File: src/rtl/srf_pkg.sv
`timescale 1ns / 1ps
// Shared types and constants of the section ring FIFO.
package srf_pkg;

  // Item kinds seen by the executor
  typedef enum logic {
    KIND_PUSH = 1'b0,
    KIND_POP  = 1'b1
  } kind_t;

  // Result status codes
  typedef enum logic [1:0] {
    STAT_OK    = 2'd0,
    STAT_EMPTY = 2'd1,
    STAT_FULL  = 2'd2
  } status_t;

  localparam int HELD_W = 13;
  localparam int CNT_W  = 14;
  localparam int LEN_W  = 13;

  localparam logic [CNT_W-1:0] COUNT_MAX = 14'd8191;
  localparam logic [LEN_W-1:0] LEN_BIAS  = 13'd3;

  // Classified input item
  typedef struct packed {
    kind_t      kind;
    logic [7:0] data;
  } cmd_t;

  // Result item
  typedef struct packed {
    logic [7:0]        out_byte;
    logic              last;
    logic [HELD_W-1:0] held;
    status_t           status;
  } res_t;

endpackage

File: src/rtl/srf_queue.sv
`timescale 1ns / 1ps
// Small register queue with push/full and pop/empty handshakes.
module srf_queue #(
  parameter int WIDTH = 8,
  parameter int DEPTH = 2
) (
  input  logic             clk,
  input  logic             rst,
  input  logic             push,
  input  logic [WIDTH-1:0] wdata,
  output logic             full,
  input  logic             pop,
  output logic [WIDTH-1:0] rdata,
  output logic             empty
);

  localparam int PW = (DEPTH > 1) ? $clog2(DEPTH) : 1;
  localparam int CW = $clog2(DEPTH + 1);
  localparam logic [PW-1:0] LAST_SLOT = PW'(DEPTH - 1);
  localparam logic [CW-1:0] CNT_FULL  = CW'(DEPTH);

  logic [WIDTH-1:0] entries [DEPTH];
  logic [PW-1:0]    wp;
  logic [PW-1:0]    rp;
  logic [CW-1:0]    cnt;
  logic [CW-1:0]    cnt_next;
  logic             do_push;
  logic             do_pop;

  assign full    = (cnt == CNT_FULL);
  assign empty   = (cnt == '0);
  assign do_push = push && !full;
  assign do_pop  = pop && !empty;
  assign rdata   = entries[rp];

  // Track occupancy
  always_comb begin
    unique case ({do_push, do_pop})
      2'b10:   cnt_next = cnt + 1'b1;
      2'b01:   cnt_next = cnt - 1'b1;
      default: cnt_next = cnt;
    endcase
  end

  // Advance pointers and count
  always_ff @(posedge clk) begin
    if (rst) begin
      wp  <= '0;
      rp  <= '0;
      cnt <= '0;
    end else begin
      cnt <= cnt_next;
      if (do_push) begin
        wp <= (wp == LAST_SLOT) ? '0 : wp + 1'b1;
      end
      if (do_pop) begin
        rp <= (rp == LAST_SLOT) ? '0 : rp + 1'b1;
      end
    end
  end

  // Hold item payloads
  always_ff @(posedge clk) begin
    if (do_push) begin
      entries[wp] <= wdata;
    end
  end

endmodule

File: src/rtl/srf_front.sv
`timescale 1ns / 1ps
// Front end: accepts items, classifies them and queues them for the executor.
module srf_front (
  input  logic          clk,
  input  logic          rst,
  input  logic          push,
  output logic          full,
  input  logic          mode,
  input  logic [7:0]    data_byte,
  input  logic          cmd_pop,
  output srf_pkg::cmd_t cmd,
  output logic          cmd_empty
);

  localparam int CMD_W = $bits(srf_pkg::cmd_t);

  srf_pkg::cmd_t    cmd_in;
  logic [CMD_W-1:0] q_rdata;

  // Classify the incoming item
  always_comb begin
    cmd_in.kind = mode ? srf_pkg::KIND_POP : srf_pkg::KIND_PUSH;
    cmd_in.data = data_byte;
  end

  srf_queue #(
    .WIDTH(CMD_W),
    .DEPTH(2)
  ) u_cmd_q (
    .clk  (clk),
    .rst  (rst),
    .push (push),
    .wdata(cmd_in),
    .full (full),
    .pop  (cmd_pop),
    .rdata(q_rdata),
    .empty(cmd_empty)
  );

  assign cmd = srf_pkg::cmd_t'(q_rdata);

endmodule

File: config.mk
export PLATFORM = sky130hd
export DESIGN_NAME = srf_front
export DESIGN_NICKNAME = d
export VERILOG_FILES = /design/src/rtl/srf_pkg.sv /design/src/rtl/srf_queue.sv /design/src/rtl/srf_front.sv
export SDC_FILE = /design/constraint.sdc
export NUM_CORES = 1
export LEC_CHECK = 0
export BUFFER_PORTS_ARGS = -buffer_cell sky130_fd_sc_hd__buf_2
export CORE_MARGIN = 2
export CORE_UTILIZATION = 45
export CTS_BUF_LIST = sky130_fd_sc_hd__clkbuf_4 sky130_fd_sc_hd__clkbuf_8
export DETAILED_ROUTE_END_ITERATION = 12
export MAX_ROUTING_LAYER = met4
export PLACE_DENSITY_LB_ADDON = 0.3
export RECOVER_POWER = 50
export SLEW_MARGIN = 20
export SYNTH_ARGS = -nofsm -noshare
export SYNTH_HDL_FRONTEND = slang
export SYNTH_SLANG_ARGS = --single-unit
export TNS_END_PERCENT = 1
File: constraint.sdc
create_clock -name clk -period 1.8 [get_ports clk]
set_clock_uncertainty 0.2 [all_clocks]
set_input_delay 0.09 -clock clk [delete_from_list [all_inputs] [get_ports clk]]
set_output_delay 0.09 -clock clk [all_outputs]
set_load 0.05 [all_outputs]
After elaboration in Yosys (flattened, before gate mapping)
Memory sizes are Yosys's and may differ from the RTL's. A register that Yosys moved wholly into a read port is not among the register bits.
Index checks and enable logic that the tools add are counted.
- bits in registers: 4
- bits in latches: 0
- bits in writable memories: 18
- ROM bits: 0
- input bits: 13
- logic and storage cells: 25
- memories kept: 1
- add/sub/neg operators: 4
- multiply operators: 0
- divide/modulo/power cells: 0
- magnitude comparators: 0
- eq/ne operators: 3
- shift-type cells: 0
- mux-type cells: 8
- bitwise gates (word level): 0
- reductions and logical operators: 6
- memories (memory ; depth ; width ; read ports ; clocked after memory_dff ; write ports ; line ; source):
    u_cmd_q.entries ; 2 ; 9 ; 1 ; 1 ; 1 ; srf_queue.sv:22 ; logic [WIDTH-1:0] entries [DEPTH];
- operator list (operator ; count):
    two-way mux 1 bit ; 7
    equality test 2 bit, second input constant ; 2
    one-hot mux 2 bit (2 select lines) ; 1
    adder 1 bit, second input constant ; 2
    adder 2 x 1 -> 2 bit, second input constant ; 1
    equality test 2 x 1 -> 1 bit, second input constant ; 1
    logical AND 1 bit ; 2
    logical NOT 1 bit ; 2
    logical NOT 2 bit ; 1
    nonzero test 2 bit ; 1
    subtractor 2 x 1 -> 2 bit, second input constant ; 1

Logic depth before layout (Yosys ltp)
- depth in word-level cells: 5
- depth in mapped cells: 6

Worst setup path after synthesis
No wires, ideal clock.
- path kind: flip-flop to flip-flop
- start point: register u_cmd_q.cnt[0]
- end point: memory u_cmd_q.entries[0][0] (netlist bit), enable pin
- library setup time: 329 ps
- data arrival time: 1208 ps
- required time: 1271 ps
- path slack: 63 ps
- cell stages (with the launch flop): 5
- path buffers: 0
- cells stage by stage: dfxtp_1 > nand2b_2 > inv_2 > or3_1 > inv_1
- longest elaborated chain between the ends: 5
- ends and longest elaborated chain (what ; line ; source):
    from (decl) ; srf_queue.sv:25 ; logic [CW-1:0] cnt;
    from (signal assigned) ; srf_queue.sv:52 ; cnt <= cnt_next;
    equality test 2 bit ; srf_queue.sv:30 ; assign full = (cnt == CNT_FULL);
    named net full ; srf_front.sv:7 ; output logic full,
    logical NOT 1 bit ; srf_queue.sv:32 ; assign do_push = push && !full;
    logical AND 1 bit ; srf_queue.sv:32 ;
    two-way mux 1 bit ; srf_queue.sv:64 ; if (do_push) begin
    two-way mux 1 bit (not written as such) ; srf_queue.sv:65 ; entries[wp] <= wdata;
    to (decl) ; srf_queue.sv:22 ;
The timed path passes the listed nets, and every way through them passes these cells.

Worst setup path after layout
- start point: register u_cmd_q.cnt[0]
- end point: register u_cmd_q.cnt[1]
- longest elaborated chain between the ends: 5
- elaborated cells between the ends (all ways): 12
- classes of those cells: add/sub (2); eq/ne (3); mux (1); reduce/logical (6)
- ends and longest elaborated chain (what ; line ; source):
    logical NOT 2 bit (*) ; srf_queue.sv:31 ; assign empty = (cnt == '0);
    logical NOT 1 bit (*) ; srf_queue.sv:33 ; assign do_pop = pop && !empty;
    logical AND 1 bit (*) ; srf_queue.sv:33 ;
    named net u_cmd_q.do_pop ; srf_queue.sv:28 ; logic do_pop;
    equality test 2 x 1 -> 1 bit / equality test 2 bit (equally long branches) ; srf_queue.sv:38 ; unique case ({do_push, do_pop})
    one-hot mux 2 bit (2 select lines) / nonzero test 2 bit (equally long branches) ; n/a ;
Mark *: on every way through the listed nets, which the timed path passes. The rest lies on a longest branch.
A chain may end at the register's enable or synchronous reset.

==> run summary <==
The met1 track demand over resource is 15.8%. The fraction of layout cells with a size suffix above 1 is 39.1%. The number of antenna violations at the first check in global routing is 0. The TritonCTS sink count is 23.

The initial standard-cell utilization of the core came out at about half. The core region is around 1800 sq um. The first-iteration detailed-routing DRC count is 4. The headroom to the max-slew limit came out at 60.9%. The met3 demand-to-capacity share in global routing is 3.40%. Setup repair after global routing left no endpoint under its margin. The highest-delay cell along the critical path is sky130_fd_sc_hd__or3_1. For the worst setup path, the data required time is 1830 ps. The nature of the critical path startpoint is a register.

The first detailed-routing pass took 4 iterations. Using the TritonRoute via totals, the vias-per-cell ratio works out to 4.68. The path depth of the worst reg2reg path came out at 4. The longest individual stage delay on the worst path came out at 380 ps. Buffers placed on the I/O ports in this run total 23.

The flow ran to the end, and the final reports show no timing, DRC or antenna violations. The floorplan has 15 rows. The clock-pin transition on the worst setup and hold timing paths is 110 ps.

The time the worst path needs with I/O delays and setup is between 1500 and 2000 ps. In the final timing run, aggregate negative setup slack is 0 ps. The total number of H-tree levels came out at 1. The part of the cycle the worst path needs is 95.3%. The number of pins exceeding their max-slew limit in the final report came out at 0.

The final cell count without fillers is 117. Sequential cells were found to cover around 74% of the synthesized design area. The total cell area at the placement stage is about 1000 sq um. The final layout contains 107 nets.

The hold violation count in the final report came out at 0. After routing the design area is roughly 1200 sq um. The number of instances on the worst hold path is 4. The die is 48.0 microns tall. In the global route stage, met2 resource usage came out at 26.4%. The DRC violation count after routing is 0.

The synthesized area divided by synthesized cell count is 16.1 sq um. The die area came out at 2300 sq um. After clock tree synthesis, the setup repair step added 0 buffers. The number of different library cells used by synthesis comes to 17. The Yosys step of the flow raised 0 warnings. The critical path goes through o21a_1 > ha_1 > or3_1 > a21oi_1. In this run the worst path has a maximum fanout of 5. The worst setup path is captured at a register. The number of nets with antenna violations after detailed routing came out at 0. After synthesis the netlist holds a flip-flop and latch count of 23. Across the run, the number of max-cap violations was 0.

The total routing usage reported by global routing is 15.2%. For this design the static power due to leakage is 0.459 nW. The first-pass GRT wire length came out at 2190 microns. The sum of net half-perimeters after detailed placement came out at 1020 microns. The maximum vdd ir drop is 0.975 mV. The total inserted antenna cells is 0. The transition at the pin with the smallest max-transition slack is about 590 ps. The top achievable clock speed came out at 583 MHz. In this run, CTS created clock tree buffers numbering 3. The number of instances in the synthesized netlist came out at 54. After layout, the design draws a total of 1.78 mW.

met2 is the most crowded layer. The root buffer cell is sky130_fd_sc_hd__clkbuf_4. Power spread over the standard cell area amounts to between 1500 and 2000 nW/um^2. The maximum count of clock buffers along a single path is 2. The largest net degree at the start of global routing came out at 13. The routability congestion estimate from global placement is 0.669. TritonCTS built the clock tree.

The total via count after detailed routing is between 500 and 600. The width of the die is about 48 microns. The combined area of all synthesized cells came out at 871 sq um. Data on the critical path arrives at its endpoint at approximately 1800 ps. When the netlist entered floorplanning its net count stood at between 60 and 70.

The area growth from synthesis to layout is 34.2%. After detailed routing, the total wire length is 1440 microns. The number of primary I/O pins is 24. The path class of the tightest hold or removal check is in -> reg. The number of placed cells counting well taps came out at 102. The total overflow left after global routing is 0. On the final layout, the worst hold slack is 47.7 ps.

The wire length per cell after detailed routing is about 12 microns. Setup violations remaining at the end of the flow were counted as 0. The number of global-route vias before repair came out at 534.

For the worst-skew pair, the clock arrives at the later sink with an insertion delay of 290 ps. By startpoint and endpoint, the worst setup path is classified as reg -> reg.
## final cells by class
type	instances	area, sq um
sequential	23	643
clock buffer	4	30.0
timing repair buffer	35	239
fill	160	596
multi-input combinational	27	214
inverter	3	11.3
tap	25	31.3
## final timing paths
path | end | slack, ps | startpoint
max | u_cmd_q.cnt[1] | 80 | u_cmd_q.cnt[0]
min reg2reg | u_cmd_q.wp | 320 | u_cmd_q.wp
min | u_cmd_q.rp | 50 | cmd_pop
max reg2reg | u_cmd_q.cnt[1] | 80 | u_cmd_q.cnt[0]
## metrics by stage
stage          utilization [%]  worst slack, ps
6_report                  66.2             84.6
5_1_grt                   66.2             6.26
4_1_cts                   66.5             12.6
3_5_place_dp              58.5             65.2
3_3_place_gp              58.5              143
2_1_floorplan                -             63.4
## metal layers
metal	share of wire (%)	vias up	wire [microns]
li1	-	273	-
met1	41	259	589
met2	54	13	781
met3	3.5	2	51
met4	1.3	0	19
met5	0	-	0
## worst max-delay path: cells and delay by family (launching register included)
family | cells | cell delay, ps
AND/OR/NAND/NOR | 1 | 380
flip-flops | 1 | 360
AO/OA/AOI/OAI | 2 | 360
adder cells (fa/ha/maj) | 1 | 340
## state kept, by name, indices dropped and copies added (netlist names), named ones only
register         cells
u_cmd_q.cnt          2
u_cmd_q.rp           1
u_cmd_q.entries     18
u_cmd_q.wp           1
## power breakdown
group / switching (mW) / internal (mW) / leakage, nW
Clock: 0.134 / 0.101 / 0.0184
Sequential: 0.0747 / 0.687 / 0.210
Combinational: 0.519 / 0.260 / 0.230
Total: 0.728 / 1.05 / 0.459
## cells by family after synthesis
kind of cell | share of synthesized area [%]
AO/OA/AOI/OAI | 3.16
XOR/XNOR | 3.02
AND/OR/NAND/NOR | 5.32
buffers and inverters | 1.87
flip-flops | 73.6
adder cells (fa/ha/maj) | 1.44
multiplexers | 11.6
## Yosys cell counts (all sizes together)
cell type  number  area share, %
or3             2            1.4
nor2            4            1.7
xnor2           2            2.0
edfxtp         18             62
buf             1           0.57
dfxtp           5             11
nand2           1           0.43
a21oi           2            1.1
mux2            9             12
o21a            1           0.86
o21ai           2            1.1
ha              1            1.4
nand2b          1            1.0
xor2            1            1.0
and3            1           0.72
inv             3            1.3
## timing repair
| item | CTS | global route |
|---|---|---|
| hold endpoints to repair | 23 | 0 |
| hold buffers | 11 | 0 |
| endpoints found under the setup margin | 0 | 10 |
| resized for setup | 0 | 2 |
## placed cells by master (no fill, tap or decap)
cell                            instances
sky130_fd_sc_hd__o21ai_0                2
sky130_fd_sc_hd__o21a_1                 1
sky130_fd_sc_hd__ha_1                   1
sky130_fd_sc_hd__buf_2                 16
sky130_fd_sc_hd__clkbuf_1               5
sky130_fd_sc_hd__nand2b_2               1
sky130_fd_sc_hd__and3_1                 1
sky130_fd_sc_hd__xnor2_1                2
sky130_fd_sc_hd__inv_1                  2
sky130_fd_sc_hd__dfxtp_1                3
sky130_fd_sc_hd__clkbuf_2               2
sky130_fd_sc_hd__edfxtp_1              18
sky130_fd_sc_hd__nor2_1                 4
sky130_fd_sc_hd__dfxtp_2                2
sky130_fd_sc_hd__a21oi_1                2
sky130_fd_sc_hd__mux2_2                 9
sky130_fd_sc_hd__dlygate4sd3_1         11
sky130_fd_sc_hd__xor2_1                 1
sky130_fd_sc_hd__buf_12                 1
sky130_fd_sc_hd__nand2_1                1
sky130_fd_sc_hd__clkbuf_4               4
sky130_fd_sc_hd__inv_2                  1
sky130_fd_sc_hd__or3_1                  2
(Power assumes the default switching activity.)
