--- src/rtl/srf_queue.sv ---
`timescale 1ns / 1ps
// Small register queue with push/full and pop/empty handshakes.
module srf_queue #(
  parameter int WIDTH = 8,
  parameter int DEPTH = 2
) (
  input  logic             clk,
  input  logic             rst,
  input  logic             push,
  input  logic [WIDTH-1:0] wdata,
  output logic             full,
  input  logic             pop,
  output logic [WIDTH-1:0] rdata,
  output logic             empty
);

  localparam int PW = (DEPTH > 1) ? $clog2(DEPTH) : 1;
  localparam int CW = $clog2(DEPTH + 1);
  localparam logic [PW-1:0] LAST_SLOT = PW'(DEPTH - 1);
  localparam logic [CW-1:0] CNT_FULL  = CW'(DEPTH);

  logic [WIDTH-1:0] entries [DEPTH];
  logic [PW-1:0]    wp;
  logic [PW-1:0]    rp;
  logic [CW-1:0]    cnt;
  logic [CW-1:0]    cnt_next;
  logic             do_push;
  logic             do_pop;

  assign full    = (cnt == CNT_FULL);
  assign empty   = (cnt == '0);
  assign do_push = push && !full;
  assign do_pop  = pop && !empty;
  assign rdata   = entries[rp];

  // Track occupancy
  always_comb begin
    unique case ({do_push, do_pop})
      2'b10:   cnt_next = cnt + 1'b1;
      2'b01:   cnt_next = cnt - 1'b1;
      default: cnt_next = cnt;
    endcase
  end

  // Advance pointers and count
  always_ff @(posedge clk) begin
    if (rst) begin
      wp  <= '0;
      rp  <= '0;
      cnt <= '0;
    end else begin
      cnt <= cnt_next;
      if (do_push) begin
        wp <= (wp == LAST_SLOT) ? '0 : wp + 1'b1;
      end
      if (do_pop) begin
        rp <= (rp == LAST_SLOT) ? '0 : rp + 1'b1;
      end
    end
  end

  // Hold item payloads
  always_ff @(posedge clk) begin
    if (do_push) begin
      entries[wp] <= wdata;
    end
  end

endmodule

--- config.mk ---
export PLATFORM = sky130hd
export DESIGN_NAME = srf_queue
export DESIGN_NICKNAME = d
export VERILOG_FILES = /design/src/rtl/srf_queue.sv
export SDC_FILE = /design/constraint.sdc
export NUM_CORES = 1
export LEC_CHECK = 0
export BUFFER_PORTS_ARGS = -buffer_cell sky130_fd_sc_hd__buf_2
export CAP_MARGIN = 20
export CORE_UTILIZATION = 48
export DETAILED_ROUTE_END_ITERATION = 10
export GPL_ROUTABILITY_DRIVEN = 0
export GPL_TIMING_DRIVEN = 0
export HOLD_SLACK_MARGIN = 0.15
export PLACE_DENSITY = 0.84
export SYNTH_ARGS = -nofsm -noshare
export SYNTH_HDL_FRONTEND = slang
export SYNTH_SLANG_ARGS = --single-unit
--- constraint.sdc ---
create_clock -name clk -period 1.7 [get_ports clk]
set_clock_uncertainty 0.1 [all_clocks]
set_input_delay 0.085 -clock clk [delete_from_list [all_inputs] [get_ports clk]]
set_output_delay 0.085 -clock clk [all_outputs]
set_load 0.02 [all_outputs]
---- Word-level counts from Yosys, hierarchy flattened ----
Memory sizes are Yosys's and may differ from the RTL's. A register that Yosys moved wholly into a read port is not among the register bits.
Index checks and enable logic that the tools add are counted.
word-level totals
  bits in writable memories ............... 16
  output and inout bits ................... 10
  memories kept ........................... 1
  bits of input ports ..................... 12
  flip-flop bits (word level) ............. 4
memories
  name     depth  width  rd ports  clocked after Yosys merged registers in  write ports  RTL line  source
  entries  2      8      1         1                                        1            22        logic [WIDTH-1:0] entries [DEPTH];
cells by class
  equal/unequal tests ..................... 3
  reductions and logical operators ........ 6
  muxes and demuxes ....................... 7
  $add $sub $neg .......................... 4
operator list
  kind                                                 number
  two-way mux 1 bit                                    6
  equality test 2 bit, second input constant           2
  one-hot mux 2 bit (2 select lines)                   1
  adder 1 bit, second input constant                   2
  adder 2 x 1 -> 2 bit, second input constant          1
  equality test 2 x 1 -> 1 bit, second input constant  1
  logical AND 1 bit                                    2
  logical NOT 1 bit                                    2
  logical NOT 2 bit                                    1
  nonzero test 2 bit                                   1
  subtractor 2 x 1 -> 2 bit, second input constant     1

---- Depth between registers and ports, before layout ----
Gate-level depths: netlist of run 1.
  depth after elaboration ................. 5
  mapped depth ............................ 6
  depth with buffers taken out ............ 6

---- Worst setup path after synthesis of run 1 ----
OpenSTA, ideal clock, no wires.
  path kind ............................... reg2reg
  from .................................... reg cnt[0]
  to ...................................... mem entries[0][0], enable pin
  stages on the path, launching flop included .. 5
  slack ................................... 0.156 ns
  data arrival time ....................... 1.120 ns
  clock period less this slack ............ 1.544 ns
  cells stage by stage .................... dfxtp_1 -> nand2b_2 -> inv_2 -> or3_1 -> inv_1
on the way
  word-level cells in the longest chain between the ends .. 5
RTL lines
  element                                  RTL line  source
  start, declared                          25        logic [CW-1:0] cnt;
  start signal, assigned                   52        cnt <= cnt_next;
  equality test 2 bit                      30        assign full = (cnt == CNT_FULL);
  net full                                 11        output logic full,
  logical NOT 1 bit                        32        assign do_push = push && !full;
  logical AND 1 bit                        32
  two-way mux 1 bit                        64        if (do_push) begin
  two-way mux 1 bit (implied by the code)  65        entries[wp] <= wdata;
  end, declared                            22
The timed path passes the listed nets, and every way through them passes these cells.

---- Final worst setup path of run 1 ----
  from .................................... reg cnt[1]
  to ...................................... reg cnt[1]
on the way
  word-level cells in the longest chain between the ends .. 5
RTL lines
  element                                                                          RTL line  source
  logical NOT 2 bit *                                                              31        assign empty = (cnt == '0);
  logical NOT 1 bit *                                                              33        assign do_pop = pop && !empty;
  logical AND 1 bit *                                                              33
  net do_pop                                                                       28        logic do_pop;
  equality test 2 x 1 -> 1 bit / equality test 2 bit (equally long branches)       38        unique case ({do_push, do_pop})
  one-hot mux 2 bit (2 select lines) / nonzero test 2 bit (equally long branches)  --
The timed path passes the listed nets; every way through them passes the cells marked *.
A chain may end at the register's enable or synchronous reset.

==> results of run 1 <==
-- per-layer routing --
layer	global-route usage	vias up	routed length (um)
li1	-	256	-
met1	0.142	228	498
met2	0.330	18	713
met3	0.0298	2	65
met4	0.0750	0	14
met5	0	-	0
-- per-stage QoR --
step	std cells	utilization	power [uW]	instance area, um2	setup WS (ns)
floorplan	51	-	1110	798	0.156
global placement	88	0.606	1240	923	0.0807
detailed placement	88	0.606	1270	923	0.0383
CTS	103	0.696	1510	1060	0.00493
global route	102	0.695	1590	1060	0.0197
finish	102	0.695	1490	1060	0.113
-- final cells by class --
cell class                 count  area, um2  share of cell area
clock inverter                 1       5.00             0.00473
clock buffer                   3       22.5              0.0213
timing repair buffer          32        215               0.203
multi-input combinational     26        203               0.191
sequential                    21        582               0.550
tap                           16       20.0              0.0189
inverter                       3       11.3              0.0106
-- what timing repair did --
action,4_1_cts,5_1_grt
resized for setup,0,2
setup endpoints to repair,0,17
hold endpoints to repair,21,0
hold buffers,11,0
-- report_power, final --
group          switching, uW  leakage (uW)  internal [uW]
Sequential              72.5      0.000191            663
Combinational            287      0.000221            245
Clock                    133     0.0000177           87.2
-- worst reg2reg max path: stages, from the launching register on --
cell and delay [ns]:
dfxtp_1 0.36, o21a_1 0.23, ha_1 0.35, or3_1 0.35, a21oi_1 0.14
-- how the worst max path moves through the flow --
stage	start	to	slack, ns	cells after the start
after global routing	cnt[1]	cnt[1]	0.02	4
final	cnt[1]	cnt[1]	0.11	4
after CTS	register	rdata[7]	0.005	3
after global placement	cnt[0]	entries[0][5]	0.08	4
after floorplan	cnt[0]	entries[0][0]	0.16	4
after detailed placement	cnt[0]	entries[0][6]	0.04	4
-- registers in the layout, summed over array words and instances (netlist names), named ones only --
register  cells
cnt           2
rp            1
entries      16
wp            1
-- cells by family (layout without fill, tap and decap cells) --
group                      Yosys count  count (layout)
buffers and inverters                4              39
adders and majority gates            1               1
and+or+nand+nor                      9               9
DFF                                 21              21
AOI/OAI and AO/OA                    5               5
xor gates and xnor gates             3               3
muxes                                8               8
-- cells in the final DEF, fill, tap and decap left out --
cell type | synthesis | routed
xnor2_1 | 2 | 2
edfxtp_1 | 16 | 16
dlygate4sd3_1 | 0 | 11
xor2_1 | 1 | 1
inv_1 | 2 | 1
inv_2 | 1 | 2
or3_1 | 2 | 2
ha_1 | 1 | 1
a21oi_1 | 2 | 2
dfxtp_2 | 0 | 1
o21ai_0 | 2 | 2
clkinv_2 | 0 | 1
nand2b_2 | 1 | 1
and3_1 | 1 | 1
clkbuf_4 | 0 | 3
mux2_2 | 8 | 8
buf_2 | 0 | 21
nand2_1 | 1 | 1
nor2_1 | 4 | 4
o21a_1 | 1 | 1
dfxtp_1 | 5 | 4
==> results.md, run 1 <==
* Outcome: finished clean
* Post-CTS Setup Inserts at 0
* Synth Area in Compound Gates at 0.0345
* Worst-case vdd ir drop at 827 uV
* DRC at 0
* Total of max-cap violations at 0
* RSZ-0062 raised after global routing: false
* Crit-path slowest cell: dfxtp_1
* Vias in the first global route at 525
* Worst r2r src: cnt[1]
* Yosys cell types at 17
* Die X at 42.8 um
* Critical Path RT at 1.82 ns
* Fin crit share at 0.934
* CP delay by family, top: compound AO/OA/AOI/OAI gates
* IO Pins at 22
* Slew HR at 0.745
* Setup_tns at 0 ns
* Commonest register cell after synthesis: edfxtp_1
* Hold-critical path depth at 2
* DP HPWL at 856 um
* Layout cell share with drive strength beyond 1 at 0.430
* # clock sinks at 21
* Final hold vios at 0
* Register-to-Register Path Depth at 4
* Final Max Tran Viols at 0
* Inserted Diodes at 0
* Area growth from synthesis to layout at 32.6%
* Synth Warn # at 0
* Post-synth ARST share at 0
* DR pass1 iterations at 4
* Die height at 42.8 um
* HP Start: wp
* Leading area contributor after synthesis: edfxtp_1
* Via count at 504
* Grt total ovfl at 0
* Pwr Density at 1410 nW/um2
* Peak Freq at 630 MHz
* Post-DR vias/cell at 4.94
* Largest family of logic cells by synthesized area: multiplexers
* Reg2reg end: cnt[1]
* Worst skew pair latency at 0.28 ns
* Worst Setup Path Type: reg -> reg
* Port-buffer cells at 21
* Lkg Pwr at 0.000430 uW
* Post-synthesis mux area share at 0.113
* DR WL/cell at 12.7 um
* Clock-pin slew on the worst setup and hold paths at 0.11 ns
* CTS Buffer Depth at 2
* DRT Wirelength at 1.29 mm
* Adder-cell share of the synthesized area at 0.0157
* Post-synthesis xor/xnor area fraction at 0.0329
* Site row count at 14
* Worst-margin pin slew at 0.383 ns
* Sequential-to-total area share from yosys stat at 0.727
* Total Routing Usage GR at 0.161
* CP bufs+invs at 0
* Hold Worst Slack at 0.406 ns
* CP Data Arrival Time at 1.71 ns
* Avg Inst Size Synth at 15.7 um2
* Nets at 100
* Cell area after synthesis at 798 um2
* H-Tree Depth at 1
* R2R setup slack at 0.11 ns
* Initial DRC Count at 12
* Initial antenna violation count at 0
* Min-Delay Path Class: reg -> reg
* Cells after Synth at 51
* Core area at 1520 um2
* Final critical-path required period at 1.59 ns
* EDFF count, synth at 16
* Simple-gate area share of the yosys netlist at 0.0580
* Crit path cell chain: o21a_1 > ha_1 > or3_1 > a21oi_1
* CP Launch Type: register
* Synthesis-stage register bit count at 21
* CTS Root Cell: clkbuf_4
* Fillers at 121
* Synth top area cells: edfxtp_1 60%, dfxtp_1 13%, mux2_2 11%
* Max incr delay on CP at 0.36 ns
* Pin count of the biggest net entering global routing at 13
* First-pass GRT wire length at 2.09 mm
* Routed Antenna Nets at 0
* Die area at 1830 um2
* Most numerous cell in the Yosys netlist: edfxtp_1
* Syn Nets at 64
* # setup viols final at 0
* Hold Crit Endpoint: wp
* Commonest cells post-synth: 16 x edfxtp_1, 8 x mux2_2, 5 x dfxtp_1, 4 x nor2_1
* Area share of the largest cell type after synthesis at 0.602
* CTS tree: yes
* Starting Density at 0.524
* Number of CTS-inserted buffers at 3
* Worst setup EP type: register
* Max FO, Critical Path at 5
Note: power is estimated with default switching activity, not from simulation.
==> run 2: changes to the inputs <==
--- a/config.mk
+++ b/config.mk
@@ -11,8 +11,9 @@
 export DETAILED_ROUTE_END_ITERATION = 10
 export GPL_ROUTABILITY_DRIVEN = 0
 export GPL_TIMING_DRIVEN = 0
-export HOLD_SLACK_MARGIN = 0.15
-export PLACE_DENSITY = 0.84
+export HOLD_SLACK_MARGIN = 0.03
+export PLACE_DENSITY = 0.78
+export SKIP_LAST_GASP = 1
 export SYNTH_ARGS = -nofsm -noshare
 export SYNTH_HDL_FRONTEND = slang
 export SYNTH_SLANG_ARGS = --single-unit
==> results.md, run 2 (synthesis results as in run 1) <==
* Slew HR at 0.744 (about the same)
* CP Launch Type: register
* Nets at 98 (-2.0%)
* Commonest non-fill, non-tap cell in the layout: buf_2
* Fin crit share at 0.943 (+0.00975)
* Met2 Use GR at 0.297 (-0.0333)
* Number of CTS-inserted buffers at 3 (unchanged)
* Initial antenna violation count at 0 (unchanged)
* Critical Path RT at 1.84 ns (+0.02 ns)
* DP HPWL at 811 um (-5.3%)
* Die area at 1830 um2 (unchanged)
* Peak Freq at 624 MHz (-1.0%)
* CTS Buffer Depth at 2 (unchanged)
* RSZ-0062 raised after global routing: false
* Total Routing Usage GR at 0.149 (-0.0120)
* Routed Antenna Nets at 0 (unchanged)
* Die X at 42.8 um (unchanged)
* Port-buffer cells at 21 (unchanged)
* Design area at 1040 um2 (-2.0%)
* Min-Delay Path Class: in -> reg
* Max FO, Critical Path at 5 (unchanged)
* CTS tree: yes
* Largest regs: entries x16, cnt x2
* # setup viols final at 0 (unchanged)
* CP Data Arrival Time at 1.74 ns (+0.03 ns)
* Layout cell share with drive strength beyond 1 at 0.429 (-0.00166)
* Grt peak-use layer: met2
* Post-CTS Setup Inserts at 0 (unchanged)
* Final Max Tran Viols at 0 (unchanged)
* Site row count at 14 (unchanged)
* GR Util met1 at 0.122 (-0.0206)
* Die height at 42.8 um (unchanged)
* Final critical-path required period at 1.60 ns (+0.0166 ns)
* Dpl cell area at 923 um2 (unchanged)
* Met3 Track Usage GR at 0.0255 (-0.00426)
* Clock-pin slew on the worst setup and hold paths at 0.11 ns (about the same)
* Worst-case vdd ir drop at 952 uV (+15%)
* Total of max-cap violations at 0 (unchanged)
* H-Tree Depth at 1 (unchanged)
* # clock sinks at 21 (unchanged)
* Top reg by flops: entries
* Area growth from synthesis to layout at 29.9%
* DRT Wirelength at 1.17 mm (-9.5%)
* Final hold vios at 0 (unchanged)
* Post-layout power at 1480 uW (-0.56%)
* Pin count of the biggest net entering global routing at 13 (unchanged)
* Worst skew pair latency at 0.30 ns (+0.02 ns)
* First-pass GRT wire length at 1.87 mm (-11%)
* Hold Worst Slack at 0.0789 ns (-0.327 ns)
* Inserted Diodes at 0 (unchanged)
* R2R setup slack at 0.1 ns (-0.02 ns)
* DR WL/cell at 11.7 um (-7.7%)
* Via count at 498 (-1.2%)
* Vias in the first global route at 506 (-3.6%)
* Initial DRC Count at 3 (-9)
* Worst-margin pin slew at 0.383 ns (+0.000695 ns)
* Most frequent cells in the layout: 21 x buf_2, 16 x edfxtp_1, 9 x dlygate4sd3_1, 8 x mux2_2, 5 x dfxtp_1
* Worst Setup Path Type: reg -> reg
* Starting Density at 0.524 (unchanged)
* Pwr Density at 1430 nW/um2 (+1.5%)
* Grt total ovfl at 0 (unchanged)
* DR pass1 iterations at 2 (-2)
* Outcome: finished clean
* Setup_tns at 0 ns (unchanged)
* Worst setup EP type: register
* DRC at 0 (unchanged)
* Post-DR vias/cell at 4.98 (+0.79%)
* Lkg Pwr at 0.000421 uW (-2.0%)
* Max reg flops at 16 (unchanged)
* CTS Root Cell: clkbuf_4
* Core area at 1520 um2 (unchanged)
* IO Pins at 22 (unchanged)
-- run 2: repair_timing --
item / 4_1_cts / 5_1_grt
hold buffers: 9 / 0
hold endpoints to repair: 21 / 0
setup endpoints to repair: 8 / 8
resized for setup: 0 / 1
-- run 2: metrics by stage --
stage	std cells	setup slack [ns]	utilization
floorplan	51	0.156	-
global placement	88	0.0753	0.606
detailed placement	88	0.0596	0.606
CTS	100	0.0511	0.681
global route	100	0.00758	0.681
finish	100	0.0962	0.681
-- run 2: path summary, 6_finish.rpt --
check / end / cells past startpoint / startpoint
max reg2reg: cnt[1] / 5 / cnt[0]
max: cnt[1] / 5 / cnt[0]
min: wp / 4 / push
min reg2reg: wp / 2 / wp
-- run 2: area by class of cell --
type | instances | area [um2]
flip-flops and latches | 21 | 581
fillers | 122 | 487
multi-input cells | 26 | 203
repair buffers | 30 | 195
clock buffers | 3 | 22.5
well taps | 16 | 20.0
inverters | 3 | 11.3
clock inverters | 1 | 5.00
-- run 2: routing by layer --
layer | wire length [um] | up-vias
met5 | 0 | -
met4 | 29 | 0
met3 | 46 | 4
met2 | 654 | 14
met1 | 438 | 228
li1 | - | 252
-- run 2: power by group --
part | internal, uW | total [uW] | switching [uW]
registers | 660 | 733 | 73.1
logic | 240 | 518 | 278
clock network | 87.6 | 229 | 141
-- run 2: critical path, cell delays in order (launching register included) --
cell,delay (ns)
dfxtp_1,0.43
nand2b_2,0.17
nand2_1,0.06
ha_1,0.30
or3_1,0.35
a21oi_1,0.14
==> run 3: changes to the inputs <==
--- a/config.mk
+++ b/config.mk
@@ -10,9 +10,9 @@
 export CORE_UTILIZATION = 48
 export DETAILED_ROUTE_END_ITERATION = 10
 export GPL_ROUTABILITY_DRIVEN = 0
-export GPL_TIMING_DRIVEN = 0
 export HOLD_SLACK_MARGIN = 0.03
 export PLACE_DENSITY = 0.78
+export SETUP_SLACK_MARGIN = 0.2
 export SKIP_LAST_GASP = 1
 export SYNTH_ARGS = -nofsm -noshare
 export SYNTH_HDL_FRONTEND = slang
==> results.md, run 3 (synthesis results as in run 1) <==
* DR pass1 iterations at 4 (+2)
* Starting Density at 0.524 (unchanged)
* IO Pins at 22 (unchanged)
* Pin count of the biggest net entering global routing at 13 (unchanged)
* Commonest non-fill, non-tap cell in the layout: buf_2
* DRC at 0 (unchanged)
* Vias in the first global route at 529 (+4.5%)
* Max FO, Critical Path at 4 (-1)
* Inserted Diodes at 0 (unchanged)
* CP Data Arrival Time at 1.64 ns (-0.10 ns)
* Worst skew pair latency at 0.30 ns (about the same)
* Max reg flops at 16 (unchanged)
* Min-Delay Path Class: in -> reg
* Crit-path slowest cell: dfxtp_4
* Slew HR at 0.757 (+0.0123)
* Psw at 553 uW (+12%)
* Largest regs: entries x16, cnt x2
* Critical Path RT at 1.84 ns (about the same)
* Clock-pin slew on the worst setup and hold paths at 0.11 ns (about the same)
* H-Tree Depth at 1 (unchanged)
* Worst setup EP type: register
* HP Start: pop
* Pwr Density at 1490 nW/um2 (+4.2%)
* Worst-case vdd ir drop at 1240 uV (+30%)
* Grt total ovfl at 0 (unchanged)
* Fin crit share at 0.884 (-0.0592)
* CTS Root Cell: clkbuf_4
* Port-buffer cells at 21 (unchanged)
* Lkg Pwr at 0.000438 uW (+3.9%)
* Die height at 42.8 um (unchanged)
* Die X at 42.8 um (unchanged)
* Routed Antenna Nets at 0 (unchanged)
* Worst-margin pin slew at 0.365 ns (-0.0184 ns)
* Area growth from synthesis to layout at 37.1%
* Setup_tns at 0 ns (unchanged)
* First-pass GRT wire length at 2.18 mm (+17%)
* Via count at 503 (+1.0%)
* Final Max Tran Viols at 0 (unchanged)
* Die area at 1830 um2 (unchanged)
* Register-to-Register Path Depth at 5 (unchanged)
* DRT Wirelength at 1.45 mm (+24%)
* Non-Filler Instances at 102 (+2.0%)
* Hold Worst Slack at 0.0868 ns (+0.00792 ns)
* Post-DR vias/cell at 4.93 (-0.98%)
* Initial antenna violation count at 0 (unchanged)
* Sw frac at 0.340 (+0.00740)
* Reg2reg end: cnt[1]
* Design area at 1090 um2 (+5.5%)
* Site row count at 14 (unchanged)
* Total of max-cap violations at 0 (unchanged)
* CP Launch Type: register
* # setup viols final at 0 (unchanged)
* Combinational share of power at 0.392 (+0.042)
* R2R setup slack at 0.20 ns (+0.10 ns)
* Total Routing Usage GR at 0.175 (+0.0262)
* Worst Setup Path Type: reg -> reg
* Cell total after placement at 87 (-1.1%)
* Core area at 1520 um2 (unchanged)
* Clock power frac at 0.143 (-0.012)
* Pint at 1070 uW (+8.7%)
* Hold Crit Endpoint: rp
* DR WL/cell at 14.2 um (+22%)
* Top reg by flops: entries
* Layout cell share with drive strength beyond 1 at 0.523 (+0.0947)
* RSZ-0062 raised after global routing: true
* Final hold vios at 0 (unchanged)
* # clock sinks at 21 (unchanged)
* Nets at 100 (+2.0%)
* Worst r2r src: cnt[0]
* Dpl cell area at 921 um2 (-0.27%)
* Outcome: finished clean
* Most frequent cells in the layout: 21 x buf_2, 16 x edfxtp_1, 9 x dlygate4sd3_1, 8 x mux2_2, 4 x nor2_1
* Final critical-path required period at 1.50 ns (-0.101 ns)
* Number of CTS-inserted buffers at 3 (unchanged)
* Peak Freq at 665 MHz (+6.7%)
* Register share of total power at 0.465 (-0.030)
* Crit path cell chain: o21a_4 > ha_4 > xnor2_1 > or3_1 > a21oi_2
* Initial DRC Count at 4 (+1)
* CTS tree: yes
* Hold-critical path depth at 4 (unchanged)
* Max incr delay on CP at 0.37 ns (-0.06 ns)
* CTS Buffer Depth at 2 (unchanged)
==> run 3: power groups by stage <==
stage / clock, uW / combinational [uW] / sequential, uW
final: 233 / 638 / 756
after global routing: 255 / 684 / 770
after CTS: 238 / 626 / 757
after detailed placement: 0 / 522 / 757
after global placement: 0 / 502 / 744
after floorplan: 0 / 405 / 712
==> run 3: worst max-delay path by stage <==
stage	start	to	slack, ns	cells after the start
2_1_floorplan	cnt[1]	cnt[1]	0.22	4
3_3_place_gp	cnt[1]	cnt[1]	0.20	4
3_5_place_dp	cnt[0]	cnt[1]	0.15	5
4_1_cts	cnt[0]	cnt[1]	0.21	5
5_1_grt	cnt[0]	cnt[1]	0.15	6
6_report	cnt[0]	cnt[1]	0.20	5
==> run 3: area by class of cell <==
type                    count  area (um2)
multi-input cells          26         234
inverters                   3        13.8
flip-flops and latches     21         589
repair buffers             32         210
clock inverters             1        5.00
fillers                   105         429
well taps                  16        20.0
clock buffers               3        22.5
==> run 3: worst max-delay path: cells and delay by family, from the launching register on <==
family                   cells  cell delay (ns)
XOR/XNOR                     1             0.12
flip-flops                   1             0.37
AND/OR/NAND/NOR              1             0.33
adder cells (fa/ha/maj)      1             0.15
AO/OA/AOI/OAI                2             0.36
==> run 3: layer usage <==
layer,vias to the layer above,wire [um],part of all wire,global-route usage
li1,252,-,-,-
met2,16,844,0.58,0.355
met5,-,0,0,0
met1,233,545,0.38,0.159
met3,2,40,0.028,0.0255
met4,0,19,0.013,0.0938
==> run 3: what timing repair did <==
action                                  CTS  global route
hold endpoints to repair                 21             0
hold buffers                              9             0
gates resized for setup                   7             3
buffers inserted                          2             0
endpoints found under the setup margin   17            10
pin swaps                                 2             0
==> run 3: per-stage QoR <==
| stage | worst slack [ns] | utilization | total power [uW] |
|---|---|---|---|
| 6_report | 0.197 | 0.718 | 1630 |
| 5_1_grt | 0.147 | 0.718 | 1710 |
| 4_1_cts | 0.206 | 0.713 | 1620 |
| 3_5_place_dp | 0.147 | 0.604 | 1280 |
| 3_3_place_gp | 0.196 | 0.604 | 1250 |
| 2_1_floorplan | 0.223 | - | 1120 |
